--- config.mk ---
export PLATFORM = sky130hd
export DESIGN_NAME = domain_affinity_dispatcher
export DESIGN_NICKNAME = d
export VERILOG_FILES = /design/src/rtl/dad_pkg.sv /design/src/rtl/domain_affinity_dispatcher.sv /design/src/rtl/dad_datapath.sv /design/src/rtl/dad_ctrl.sv
export VERILOG_INCLUDE_DIRS = /design/src /design/src/rtl
export SDC_FILE = /design/constraint.sdc
export NUM_CORES = 2
export LEC_CHECK = 0
export CORE_MARGIN = 1
export CORE_UTILIZATION = 35
export CTS_CLUSTER_DIAMETER = 150
export DETAILED_ROUTE_END_ITERATION = 16
export DONT_BUFFER_PORTS = 1
export GPL_ROUTABILITY_DRIVEN = 0
export MAX_ROUTING_LAYER = met4
export PLACE_DENSITY = 0.48
export SYNTH_ARGS = -nofsm -noshare
export SYNTH_HDL_FRONTEND = slang
export SYNTH_SLANG_ARGS = --single-unit
--- constraint.sdc ---
create_clock -name clk -period 8.9 [get_ports clk]
set_clock_uncertainty 0.15 [all_clocks]
set_input_delay 1.78 -clock clk [delete_from_list [all_inputs] [get_ports clk]]
set_output_delay 1.78 -clock clk [all_outputs]
set_load 0.03 [all_outputs]
--- src/rtl/assert_macros.svh ---
// ----------------------------------------------------------------------------
// Assertion macros
// Shared concurrent assertion forms for the dispatcher RTL.
// ----------------------------------------------------------------------------
`ifndef ASSERT_MACROS_SVH
`define ASSERT_MACROS_SVH

// Same-cycle implication, disabled while reset is asserted
`define DAD_ASSERT_IMP(lbl, clk, rst_n, ante, cons) \
	lbl: assert property (@(posedge clk) disable iff (!rst_n) (ante) |-> (cons)) \
		else $error("dispatcher assertion failed");

// Next-cycle implication, disabled while reset is asserted
`define DAD_ASSERT_NXT(lbl, clk, rst_n, ante, cons) \
	lbl: assert property (@(posedge clk) disable iff (!rst_n) (ante) |=> (cons)) \
		else $error("dispatcher assertion failed");

`endif

--- src/rtl/dad_pkg.sv ---
// ----------------------------------------------------------------------------
// dad_pkg
// Constants, types and codes shared by the dispatcher modules.
// ----------------------------------------------------------------------------
`default_nettype none

package dad_pkg;

	localparam int WORKERS          = 4;
	localparam int SLOTS_PER_WORKER = 8;
	localparam int DOMAIN_BITS      = 16;

	localparam int NSLOTS        = WORKERS * SLOTS_PER_WORKER;
	localparam int WORKER_BITS   = (WORKERS > 1) ? $clog2(WORKERS) : 1;
	localparam int SLOT_IDX_BITS = (NSLOTS > 1) ? $clog2(NSLOTS) : 1;
	localparam int COUNT_BITS    = 16;
	localparam int TOTAL_BITS    = 19;
	localparam int AW_BITS       = 3;
	localparam int CHOSEN_W      = 2;
	localparam int FW_BITS       = 2;
	localparam int DOMAIN_IN_W   = 16;
	localparam int IN_TDATA_W    = 24;
	localparam int OUT_TDATA_W   = 8;

	localparam logic [AW_BITS-1:0]    ACTIVE_RESET = AW_BITS'(4);
	localparam logic [COUNT_BITS-1:0] COUNT_MAX    = '1;

	typedef logic [WORKER_BITS-1:0]   worker_idx_t;
	typedef logic [SLOT_IDX_BITS-1:0] slot_idx_t;
	typedef logic [DOMAIN_BITS-1:0]   domain_t;
	typedef logic [COUNT_BITS-1:0]    count_t;
	typedef logic [TOTAL_BITS-1:0]    total_t;

	// Request kinds
	localparam logic CMD_ASSIGN = 1'b0;
	localparam logic CMD_FINISH = 1'b1;

	// Result status codes
	typedef enum logic [1:0] {
		STS_OK       = 2'd0,
		STS_NOFREE   = 2'd1,
		STS_OVERFLOW = 2'd2,
		STS_NOTHELD  = 2'd3
	} status_t;

	// Controller to datapath
	typedef struct packed {
		logic load;
		logic scan;
		logic free_lookup;
		logic fin_lookup;
		logic commit;
	} dp_cmd_t;

	// Datapath to controller
	typedef struct packed {
		logic row_hit;
		logic scan_last;
	} dp_stat_t;

endpackage

`default_nettype wire

--- src/rtl/domain_affinity_dispatcher.sv ---
// Sequence: a finish request goes from acceptance to a lookup of its worker's row,
//   then commit; an assign scans active workers until a hit; a miss adds a free-slot lookup.
// Intake: a new request is taken only once the last one has committed; the
//   worker scan covers one worker row of slots per cycle.
// Reset: arst_n clears all slot valid bits, worker totals and the sequencer at once;
//   active_workers returns to 4. No clearing pass.
// ----------------------------------------------------------------------------
// domain_affinity_dispatcher
// Assigns domain-tagged tasks to workers by affinity, then by least load, and retires them on finish.
// ----------------------------------------------------------------------------
`default_nettype none

module domain_affinity_dispatcher
	import dad_pkg::*;
(
	input  wire logic                   clk,
	input  wire logic                   arst_n,
	// Configuration: active_workers
	input  wire logic                   cfg_we,
	input  wire logic [AW_BITS-1:0]     cfg_wdata,
	// Request stream
	input  wire logic                   s_axis_tvalid,
	output logic                        s_axis_tready,
	input  wire logic [IN_TDATA_W-1:0]  s_axis_tdata,  // domain_id[15:0], finish_worker[17:16]
	input  wire logic                   s_axis_tuser,  // command: 0 assign, 1 finish
	// Result stream
	output logic                        m_axis_tvalid,
	input  wire logic                   m_axis_tready,
	output logic [OUT_TDATA_W-1:0]      m_axis_tdata   // chosen_worker[1:0], affinity_hit[2],
	                                                   // status[4:3]
);

	dp_cmd_t  cmd;
	dp_stat_t st;

	// Sequencer: accept in idle, walk active workers one row per cycle until a hit,
	// on a miss look for a free slot on the least-loaded worker (finish: look up its
	// worker's row), and commit only when the result register can take the outcome.
	dad_ctrl u_ctrl (
		.clk       (clk),
		.arst_n    (arst_n),
		.in_valid  (s_axis_tvalid),
		.in_finish (s_axis_tuser),
		.in_ready  (s_axis_tready),
		.out_ready (m_axis_tready),
		.out_valid (m_axis_tvalid),
		.cmd       (cmd),
		.st        (st)
	);

	// Slot table, totals and result register; the result register decouples the
	// output stall from request intake, so a new request is taken while a
	// result still waits.
	dad_datapath u_dp (
		.clk       (clk),
		.arst_n    (arst_n),
		.cfg_we    (cfg_we),
		.cfg_wdata (cfg_wdata),
		.in_tdata  (s_axis_tdata),
		.in_tuser  (s_axis_tuser),
		.cmd       (cmd),
		.st        (st),
		.out_tdata (m_axis_tdata)
	);

endmodule

`default_nettype wire

--- src/rtl/dad_datapath.sv ---
// ----------------------------------------------------------------------------
// dad_datapath
// Slot table, per-worker totals, row search and result register.
// ----------------------------------------------------------------------------
`default_nettype none
`include "assert_macros.svh"

module dad_datapath
	import dad_pkg::*;
(
	input  wire logic                   clk,
	input  wire logic                   arst_n,
	input  wire logic                   cfg_we,
	input  wire logic [AW_BITS-1:0]     cfg_wdata,
	input  wire logic [IN_TDATA_W-1:0]  in_tdata,
	input  wire logic                   in_tuser,
	input  wire dp_cmd_t                cmd,
	output dp_stat_t                    st,
	output logic [OUT_TDATA_W-1:0]      out_tdata
);

	logic [AW_BITS-1:0] aw_q;
	logic               cmd_q;
	domain_t            dom_q;
	logic [FW_BITS-1:0] fw_q;
	worker_idx_t        w_q;
	worker_idx_t        last_q;
	worker_idx_t        best_q;
	total_t             best_total_q;
	logic               hit_q;
	logic               found_q;
	slot_idx_t          slot_q;
	worker_idx_t        chosen_q;

	logic    valid_q  [NSLOTS];
	domain_t domain_q [NSLOTS];
	count_t  count_q  [NSLOTS];
	total_t  total_q  [WORKERS];

	logic [CHOSEN_W-1:0] out_chosen_q;
	logic                out_hit_q;
	status_t             out_status_q;

	logic        fw_ok;
	worker_idx_t fw_row;
	worker_idx_t row_sel;
	logic        row_any;
	slot_idx_t   row_slot;
	logic        free_any;
	slot_idx_t   free_slot;
	worker_idx_t last_c;

	assign fw_ok  = 32'(fw_q) < 32'(WORKERS);
	assign fw_row = worker_idx_t'(fw_q);

	// Search one worker's row of slots for the domain and for a free entry
	always_comb begin
		slot_idx_t k;
		k         = '0;
		row_any   = 1'b0;
		row_slot  = '0;
		free_any  = 1'b0;
		free_slot = '0;
		if (cmd.free_lookup) begin
			row_sel = best_q;
		end else if (cmd.fin_lookup) begin
			row_sel = fw_row;
		end else begin
			row_sel = w_q;
		end
		for (int s = 0; s < SLOTS_PER_WORKER; s++) begin
			k = slot_idx_t'(int'(row_sel) * SLOTS_PER_WORKER + s);
			if (!row_any && valid_q[k] && domain_q[k] == dom_q) begin
				row_any  = 1'b1;
				row_slot = k;
			end
			if (!free_any && !valid_q[k]) begin
				free_any  = 1'b1;
				free_slot = k;
			end
		end
	end

	assign st.row_hit   = row_any;
	assign st.scan_last = (w_q == last_q);

	// Clamp the active worker count into 1..WORKERS, kept as last index
	always_comb begin
		if (aw_q == '0) begin
			last_c = '0;
		end else if (32'(aw_q) > 32'(WORKERS)) begin
			last_c = worker_idx_t'(WORKERS - 1);
		end else begin
			last_c = worker_idx_t'(aw_q - AW_BITS'(1));
		end
	end

	// Commit decode
	logic        do_inc;
	logic        do_alloc;
	logic        do_dec;
	status_t     status_c;
	worker_idx_t tw;
	count_t      cur_count;

	assign cur_count = count_q[slot_q];

	always_comb begin
		do_inc   = 1'b0;
		do_alloc = 1'b0;
		do_dec   = 1'b0;
		status_c = STS_OK;
		tw       = chosen_q;
		if (cmd_q == CMD_FINISH) begin
			tw = fw_row;
			if (!found_q) begin
				status_c = STS_NOTHELD;
			end else begin
				do_dec = 1'b1;
			end
		end else if (hit_q) begin
			if (cur_count == COUNT_MAX) begin
				status_c = STS_OVERFLOW;
			end else begin
				do_inc = 1'b1;
			end
		end else if (!found_q) begin
			status_c = STS_NOFREE;
		end else begin
			do_alloc = 1'b1;
		end
	end

	// Control and reset-cleared state
	always_ff @(posedge clk or negedge arst_n) begin
		if (!arst_n) begin
			aw_q <= ACTIVE_RESET;
			for (int i = 0; i < NSLOTS; i++) begin
				valid_q[i] <= 1'b0;
			end
			for (int i = 0; i < WORKERS; i++) begin
				total_q[i] <= '0;
			end
		end else begin
			if (cfg_we) begin
				aw_q <= cfg_wdata;
			end
			if (cmd.commit) begin
				if (do_alloc) begin
					valid_q[slot_q] <= 1'b1;
				end
				if (do_dec && cur_count == count_t'(1)) begin
					valid_q[slot_q] <= 1'b0;
				end
				if (do_inc || do_alloc) begin
					total_q[tw] <= total_q[tw] + total_t'(1);
				end
				if (do_dec) begin
					total_q[tw] <= total_q[tw] - total_t'(1);
				end
			end
		end
	end

	// Request capture, search progress, slot payload and result
	always_ff @(posedge clk) begin
		if (cmd.load) begin
			cmd_q        <= in_tuser;
			dom_q        <= DOMAIN_BITS'(in_tdata[DOMAIN_IN_W-1:0]);
			fw_q         <= in_tdata[DOMAIN_IN_W +: FW_BITS];
			w_q          <= '0;
			last_q       <= last_c;
			best_q       <= '0;
			best_total_q <= '0;
			hit_q        <= 1'b0;
			found_q      <= 1'b0;
		end
		if (cmd.scan) begin
			if (row_any) begin
				hit_q    <= 1'b1;
				found_q  <= 1'b1;
				slot_q   <= row_slot;
				chosen_q <= w_q;
			end else begin
				if (w_q == '0 || total_q[w_q] < best_total_q) begin
					best_q       <= w_q;
					best_total_q <= total_q[w_q];
				end
				w_q <= w_q + worker_idx_t'(1);
			end
		end
		if (cmd.free_lookup) begin
			chosen_q <= best_q;
			found_q  <= free_any;
			slot_q   <= free_slot;
		end
		if (cmd.fin_lookup) begin
			found_q <= fw_ok && row_any;
			slot_q  <= row_slot;
		end
		if (cmd.commit) begin
			if (do_alloc) begin
				domain_q[slot_q] <= dom_q;
				count_q[slot_q]  <= count_t'(1);
			end
			if (do_inc) begin
				count_q[slot_q] <= cur_count + count_t'(1);
			end
			if (do_dec) begin
				count_q[slot_q] <= cur_count - count_t'(1);
			end
			out_chosen_q <= (cmd_q == CMD_FINISH) ? fw_q : CHOSEN_W'(chosen_q);
			out_hit_q    <= (cmd_q == CMD_ASSIGN) && hit_q;
			out_status_q <= status_c;
		end
	end

	// Bits from the low end: chosen_worker, affinity_hit, status, zero pad
	assign out_tdata = {{(OUT_TDATA_W - CHOSEN_W - 3){1'b0}}, out_status_q, out_hit_q,
		out_chosen_q};

	`DAD_ASSERT_IMP(a_fin_slot_live, clk, arst_n,
		cmd.commit && cmd_q == CMD_FINISH && found_q,
		valid_q[slot_q] && cur_count != '0)
	`DAD_ASSERT_IMP(a_alloc_slot_free, clk, arst_n, cmd.commit && do_alloc, !valid_q[slot_q])
	`DAD_ASSERT_IMP(a_scan_in_range, clk, arst_n, cmd.scan, w_q <= last_q)

endmodule

`default_nettype wire

--- src/rtl/dad_ctrl.sv ---
// ----------------------------------------------------------------------------
// dad_ctrl
// Sequencer for lookup, worker scan and commit, plus result handshake.
// ----------------------------------------------------------------------------
`default_nettype none
`include "assert_macros.svh"

module dad_ctrl
	import dad_pkg::*;
(
	input  wire logic     clk,
	input  wire logic     arst_n,
	input  wire logic     in_valid,
	input  wire logic     in_finish,
	output logic          in_ready,
	input  wire logic     out_ready,
	output logic          out_valid,
	output dp_cmd_t       cmd,
	input  wire dp_stat_t st
);

	typedef enum logic [4:0] {
		ST_IDLE   = 5'b00001,
		ST_SCAN   = 5'b00010,
		ST_FREE   = 5'b00100,
		ST_FIN    = 5'b01000,
		ST_COMMIT = 5'b10000
	} state_t;

	state_t state_q;
	state_t state_d;
	logic   out_valid_q;
	logic   go;

	assign go        = !out_valid_q || out_ready;
	assign in_ready  = (state_q == ST_IDLE);
	assign out_valid = out_valid_q;

	always_comb begin
		cmd     = '0;
		state_d = state_q;
		case (state_q)
			ST_IDLE: begin
				if (in_valid) begin
					cmd.load = 1'b1;
					state_d  = in_finish ? ST_FIN : ST_SCAN;
				end
			end
			ST_SCAN: begin
				cmd.scan = 1'b1;
				if (st.row_hit) begin
					state_d = ST_COMMIT;
				end else if (st.scan_last) begin
					state_d = ST_FREE;
				end
			end
			ST_FREE: begin
				cmd.free_lookup = 1'b1;
				state_d         = ST_COMMIT;
			end
			ST_FIN: begin
				cmd.fin_lookup = 1'b1;
				state_d        = ST_COMMIT;
			end
			ST_COMMIT: begin
				if (go) begin
					cmd.commit = 1'b1;
					state_d    = ST_IDLE;
				end
			end
			default: begin
				state_d = ST_IDLE;
			end
		endcase
	end

	always_ff @(posedge clk or negedge arst_n) begin
		if (!arst_n) begin
			state_q     <= ST_IDLE;
			out_valid_q <= 1'b0;
		end else begin
			state_q <= state_d;
			if (cmd.commit) begin
				out_valid_q <= 1'b1;
			end else if (out_ready) begin
				out_valid_q <= 1'b0;
			end
		end
	end

	`DAD_ASSERT_NXT(a_hit_to_commit, clk, arst_n, state_q == ST_SCAN && st.row_hit,
		state_q == ST_COMMIT)
	`DAD_ASSERT_IMP(a_commit_slot_open, clk, arst_n, cmd.commit, !out_valid_q || out_ready)

endmodule

`default_nettype wire
# Word level (Yosys, flattened, before mapping)
# Memory sizes are Yosys's and may differ from the RTL's. A register that Yosys moved wholly into a read port is not among the register bits.
# Index checks and enable logic that the tools add are counted.
# word_totals
register_bits,175
latchBits,0
ramBits,1024
mem_bits_ro,0
inputBits,33
word_cells,323
mem_count,2
# op_classes
n_addsub,13
n_mul,0
div_mod_pow,0
n_lt_le_gt_ge,15
eq_ne,19
n_shift,0
n_mux,143
bitwise_logic,17
n_reduce_logical,61
# mem_list
memory,depth,width,rd,rd_clocked_by_memory_dff,write_ports,line_no,source
u_dp.count_q,32,16,1,1,1,dad_datapath.sv:37,count_t count_q [NSLOTS];
u_dp.domain_q,32,16,8,0,1,dad_datapath.sv:36,domain_t domain_q [NSLOTS];
# op_table
op,n
2-to-1 mux 76 bit,3
2-to-1 mux 19 bit,9
bitwise mux 76 bit,2
== test 16 bit,8
2-to-1 mux 5 bit,25
2-to-1 mux 32 bit,3
binary-select mux 19 bit (select 2 bit),2
2-to-1 mux 1 bit,67
>= comparator 6 bit (second input constant),9
NOT 5 -> 6 bit,9
binary-select mux 1 bit (select 5 bit),8
demux 19 bit (select 2 bit),1
2-to-1 mux 2 bit,18
bitwise AND 32 bit,1
2-to-1 mux 16 bit,2
NOT 32 bit,1
OR 32 bit,1
logical AND 1 bit,26
zero test 1 bit,21
adder 5 x 3 -> 5 bit (second input constant),4
case mux 5 bit (4 select lines),1
adder 19 x 1 -> 19 bit (second input constant),1
< comparator 19 bit,1
subtractor 19 x 1 -> 19 bit (second input constant),1
other kinds (34),44

# Depth between registers and ports, before layout
# logic_depth
depth_word,43
ltp_mapped,20

# Hierarchy
# Synthesis repeated with hierarchy kept, for this count alone.
# hier_totals
cells_unflattened,3448
hier_area_um2,53069.6
# by_module_without_submodules
mod,n_inst,cells_per_inst,area_each_um2
dad_datapath,1,3409,52710.6
dad_ctrl,1,39,359.1

# Worst setup path after synthesis
# Ideal clock, no wire load.
# synth_path
kind,reg-to-reg
from,reg (tool-made name)
to,"mem u_dp.count_q[0][4] (netlist bit), data pin"
arrival_ns,5.315
required_time_ns,8.296
slack_ns,2.981
path_stages_with_launch,16
n_path_buf,6
period_less_slack_ns,5.919
cell_sequence,dfxtp_1 -> buf_4 -> buf_6 -> buf_6 -> buf_4 -> buf_2 -> mux4_2 -> mux4_2 -> mux2_2 -> ha_1 -> nand3_1 -> or3_1 -> and4b_4 -> or3_1 -> clkbuf_1 -> o21ai_0
# synth_rtl
element,line_no
end: declaration,dad_datapath.sv:37

==> summary.md <==
| Metric | Value |
|---|---|
| Status | `finished, final reports clean` |
| Worst Path Arrival | `6.95 ns` |
| Synth top area cells | `edfxtp_1, mux4_2, dfrtp_1` |
| Routed wire per std cell | `25.5 um` |
| Static Leak | `19.3 nW` |
| Max rail drop VDD | `263 uV` |
| GR Overflow Total | `0` |
| CP max FO | `61` |
| Unrepaired setup endpoints after global routing | `false` |
| Proportion of layout cells with a drive suffix above 1 | `25.5%` |
| Post-synth ARST share | `9.72%` |
| Vias | `26200` |
| Die width | `382 um` |
| Req. time, crit path | `9.22 ns` |
| Clock slew at reported path FFs | `0.06 ns` |
| NumNets Final | `2910` |
| Starting DRT DRC Count | `2171` |
| Fmax | `151 MHz` |
| Rel. slew slack | `12.1%` |
| Total power | `15.6 mW` |
| GRT Total Usage | `17.6%` |
| CP Capture Type | `flip-flop` |
| Vias in the first global route | `27700` |
| Yosys top cell by area | `edfxtp_1` |
| CTS tree | `yes` |
| Synth Register Bits | `1204` |
| Clk_lat worst skew | `0.76 ns` |
| Setup TNS Final | `0 ns` |
| Port Buffers | `0` |
| Vias per cell | `5.39` |
| Post-route minimum period | `6.62 ns` |
| Critical path startpoint category | `flip-flop` |
| First-pass GRT wire length | `184 mm` |
| Pwr Density | `270 nW/um2` |
| HP Start | `u_dp.best_total_q[16]` |
| Clock Path Buffers | `3` |
| Syn-to-layout area delta | `13.7%` |
| Place WS | `2.20 ns` |
| Worst-margin pin slew | `1.32 ns` |
| Setup Viol. Count Final | `0` |
| Slew Viols, Final | `0` |
| # rows | `139` |
| Worst Hold Class | `flip-flop to flip-flop` |
| H-tree depth | `4` |
| Crit path kind | `flip-flop to flip-flop` |
| Final WL | `124 mm` |
| CTS Hold Bufs | `0` |
| CTS resizes | `0` |
| CTS buffer count | `134` |
| Largest net degree at the start of global routing | `118` |
| Post-CTS Setup Inserts | `0` |
| Antenna violations before repair | `1` |
| Seq/Total Area, Yosys | `69.7%` |
| Drt first pass iters | `6` |
| # IOs | `43` |
| Synth Instances | `2752` |
| Core Area | `143000 um2` |
| Yosys cell types | `79` |
| Syn Std Cell Area | `50600 um2` |
| Main synth FF type | `edfxtp_1` |
| Synth warn | `0` |
| Most common cell after layout, fill and taps aside | `edfxtp_1` |
| DR DRC count | `0` |
| Post-layout worst setup margin | `2.28 ns` |
| Post-synth EDFFs | `1057` |
| Commonest non-fill, non-tap cells in the layout | `edfxtp_1, mux4_2, clkbuf_16` |
| Final ANT Viol Nets | `0` |
| Die ar. | `146000 um2` |
| Avg Inst Size Synth | `18.4 um2` |
| Period utilization | `74.4%` |
| Top-area cell type share of the netlist area | `62.7%` |
| Maxcap violations | `0` |
| DP Wirelength | `71.6 mm` |
| CTS Root Buffer Type | `clkbuf_16` |
| Die Height | `382 um` |
| CTS sink count | `1204` |
| Final hold viol count | `0` |
| Initial core utilization | `35.3%` |
==> critical path: stages (launching register included) <==
cell     delay (ns)
dfxtp_4        1.01
buf_4          0.41
mux4_2         0.37
mux4_2         0.55
mux2i_1        0.65
or3_1          0.32
and4b_4        0.29
or3_1          0.60
and3_2         0.60
nor2_2         1.04
buf_4          0.27
==> state kept, by name, summed over array words and instances, names as in the netlist, 3 cells and up, named ones only <==
name / cells
u_dp.slot_q: 5
u_ctrl.state_q: 5
u_dp.count_q: 512
u_dp.dom_q: 16
u_dp.domain_q: 512
u_dp.total_q: 76
u_dp.aw_q: 3
u_dp.best_total_q: 19
u_dp.valid_q: 32
==> metal layers <==
metal	part of all wire, %	vias up	GRT usage (%)
met5	0	-	-
met4	2.4	0	5.43
met3	4.8	222	2.97
met2	49	683	28.0
met1	44	14000	23.2
li1	-	11300	-
==> area by class of cell <==
class                           instances  area, um2
Clock inverter                         57        503
Timing Repair Buffer                  116        921
Clock buffer                          184       3760
Antenna cell                            1       2.50
Tap cell                             1903       2380
Fill cell                           12800      85900
Sequential cell                      1204      35300
Multi-Input combinational cell       1328      14500
Inverter                               68        255
==> worst paths after layout <==
path / to / slack, ns / cells past startpoint
max: u_dp.count_q[16][4] / 2.28 / 10
min: u_dp.best_total_q[16] / 0.31 / 2
max reg2reg: u_dp.count_q[16][4] / 2.28 / 10
min reg2reg: u_dp.best_total_q[16] / 0.31 / 2
max in group asynchronous: u_dp.aw_q[2] / 7.83 / 0
min in group asynchronous: u_dp.total_q[70] / 0.57 / 0
==> cell usage after synthesis, types with 4 or more instances <==
cell type / count
xor2_1: 106
a21o_1: 11
or3_1: 15
a221oi_1: 42
a211oi_1: 15
mux2_2: 13
buf_1: 28
nand3b_1: 7
nand3_1: 19
mux4_2: 332
and2_1: 18
nand4_1: 12
a32oi_1: 5
nor2_1: 167
o22a_1: 40
dfxtp_1: 30
buf_4: 17
buf_2: 31
o21ai_0: 25
a21oi_1: 42
nor3b_1: 7
o22ai_1: 4
nor3_1: 48
a222oi_1: 4
xnor2_1: 53
nand2_1: 119
inv_1: 65
buf_6: 20
dfrtp_1: 115
edfxtp_1: 1057
and3_1: 14
ha_1: 25
nor4_1: 27
or2_2: 8
clkbuf_1: 55
a22oi_1: 8
nor2b_1: 6
mux2i_1: 46
o32ai_1: 5
nand2b_1: 14
a221oi_2: 16
==> stage by stage <==
step	area [um2]	hold slack [ns]	cells	util, %
2_1_floorplan	50600	0.288	2754	-
3_3_place_gp	53300	0.295	4619	37.1
3_5_place_dp	53300	0.307	4619	37.1
4_1_cts	57600	0.315	4860	40.1
5_1_grt	57600	0.330	4860	40.1
6_report	57600	0.308	4861	40.1
==> kinds of logic after synthesis <==
kind of cell / share of synthesized area, %
xor+xnor: 2.75
simple gates: 4.69
compound gates: 4.04
mux: 16.0
buf+inv: 2.23
other cells: 0.00741
fa+ha+maj: 0.618
flops: 69.7
==> where the power goes <==
part	internal [mW]	switching, mW
logic	1.46	2.02
registers	6.56	0.149
clock network	3.16	2.20
total	11.2	4.37
No activity file was read; power rests on OpenSTA's default activity.
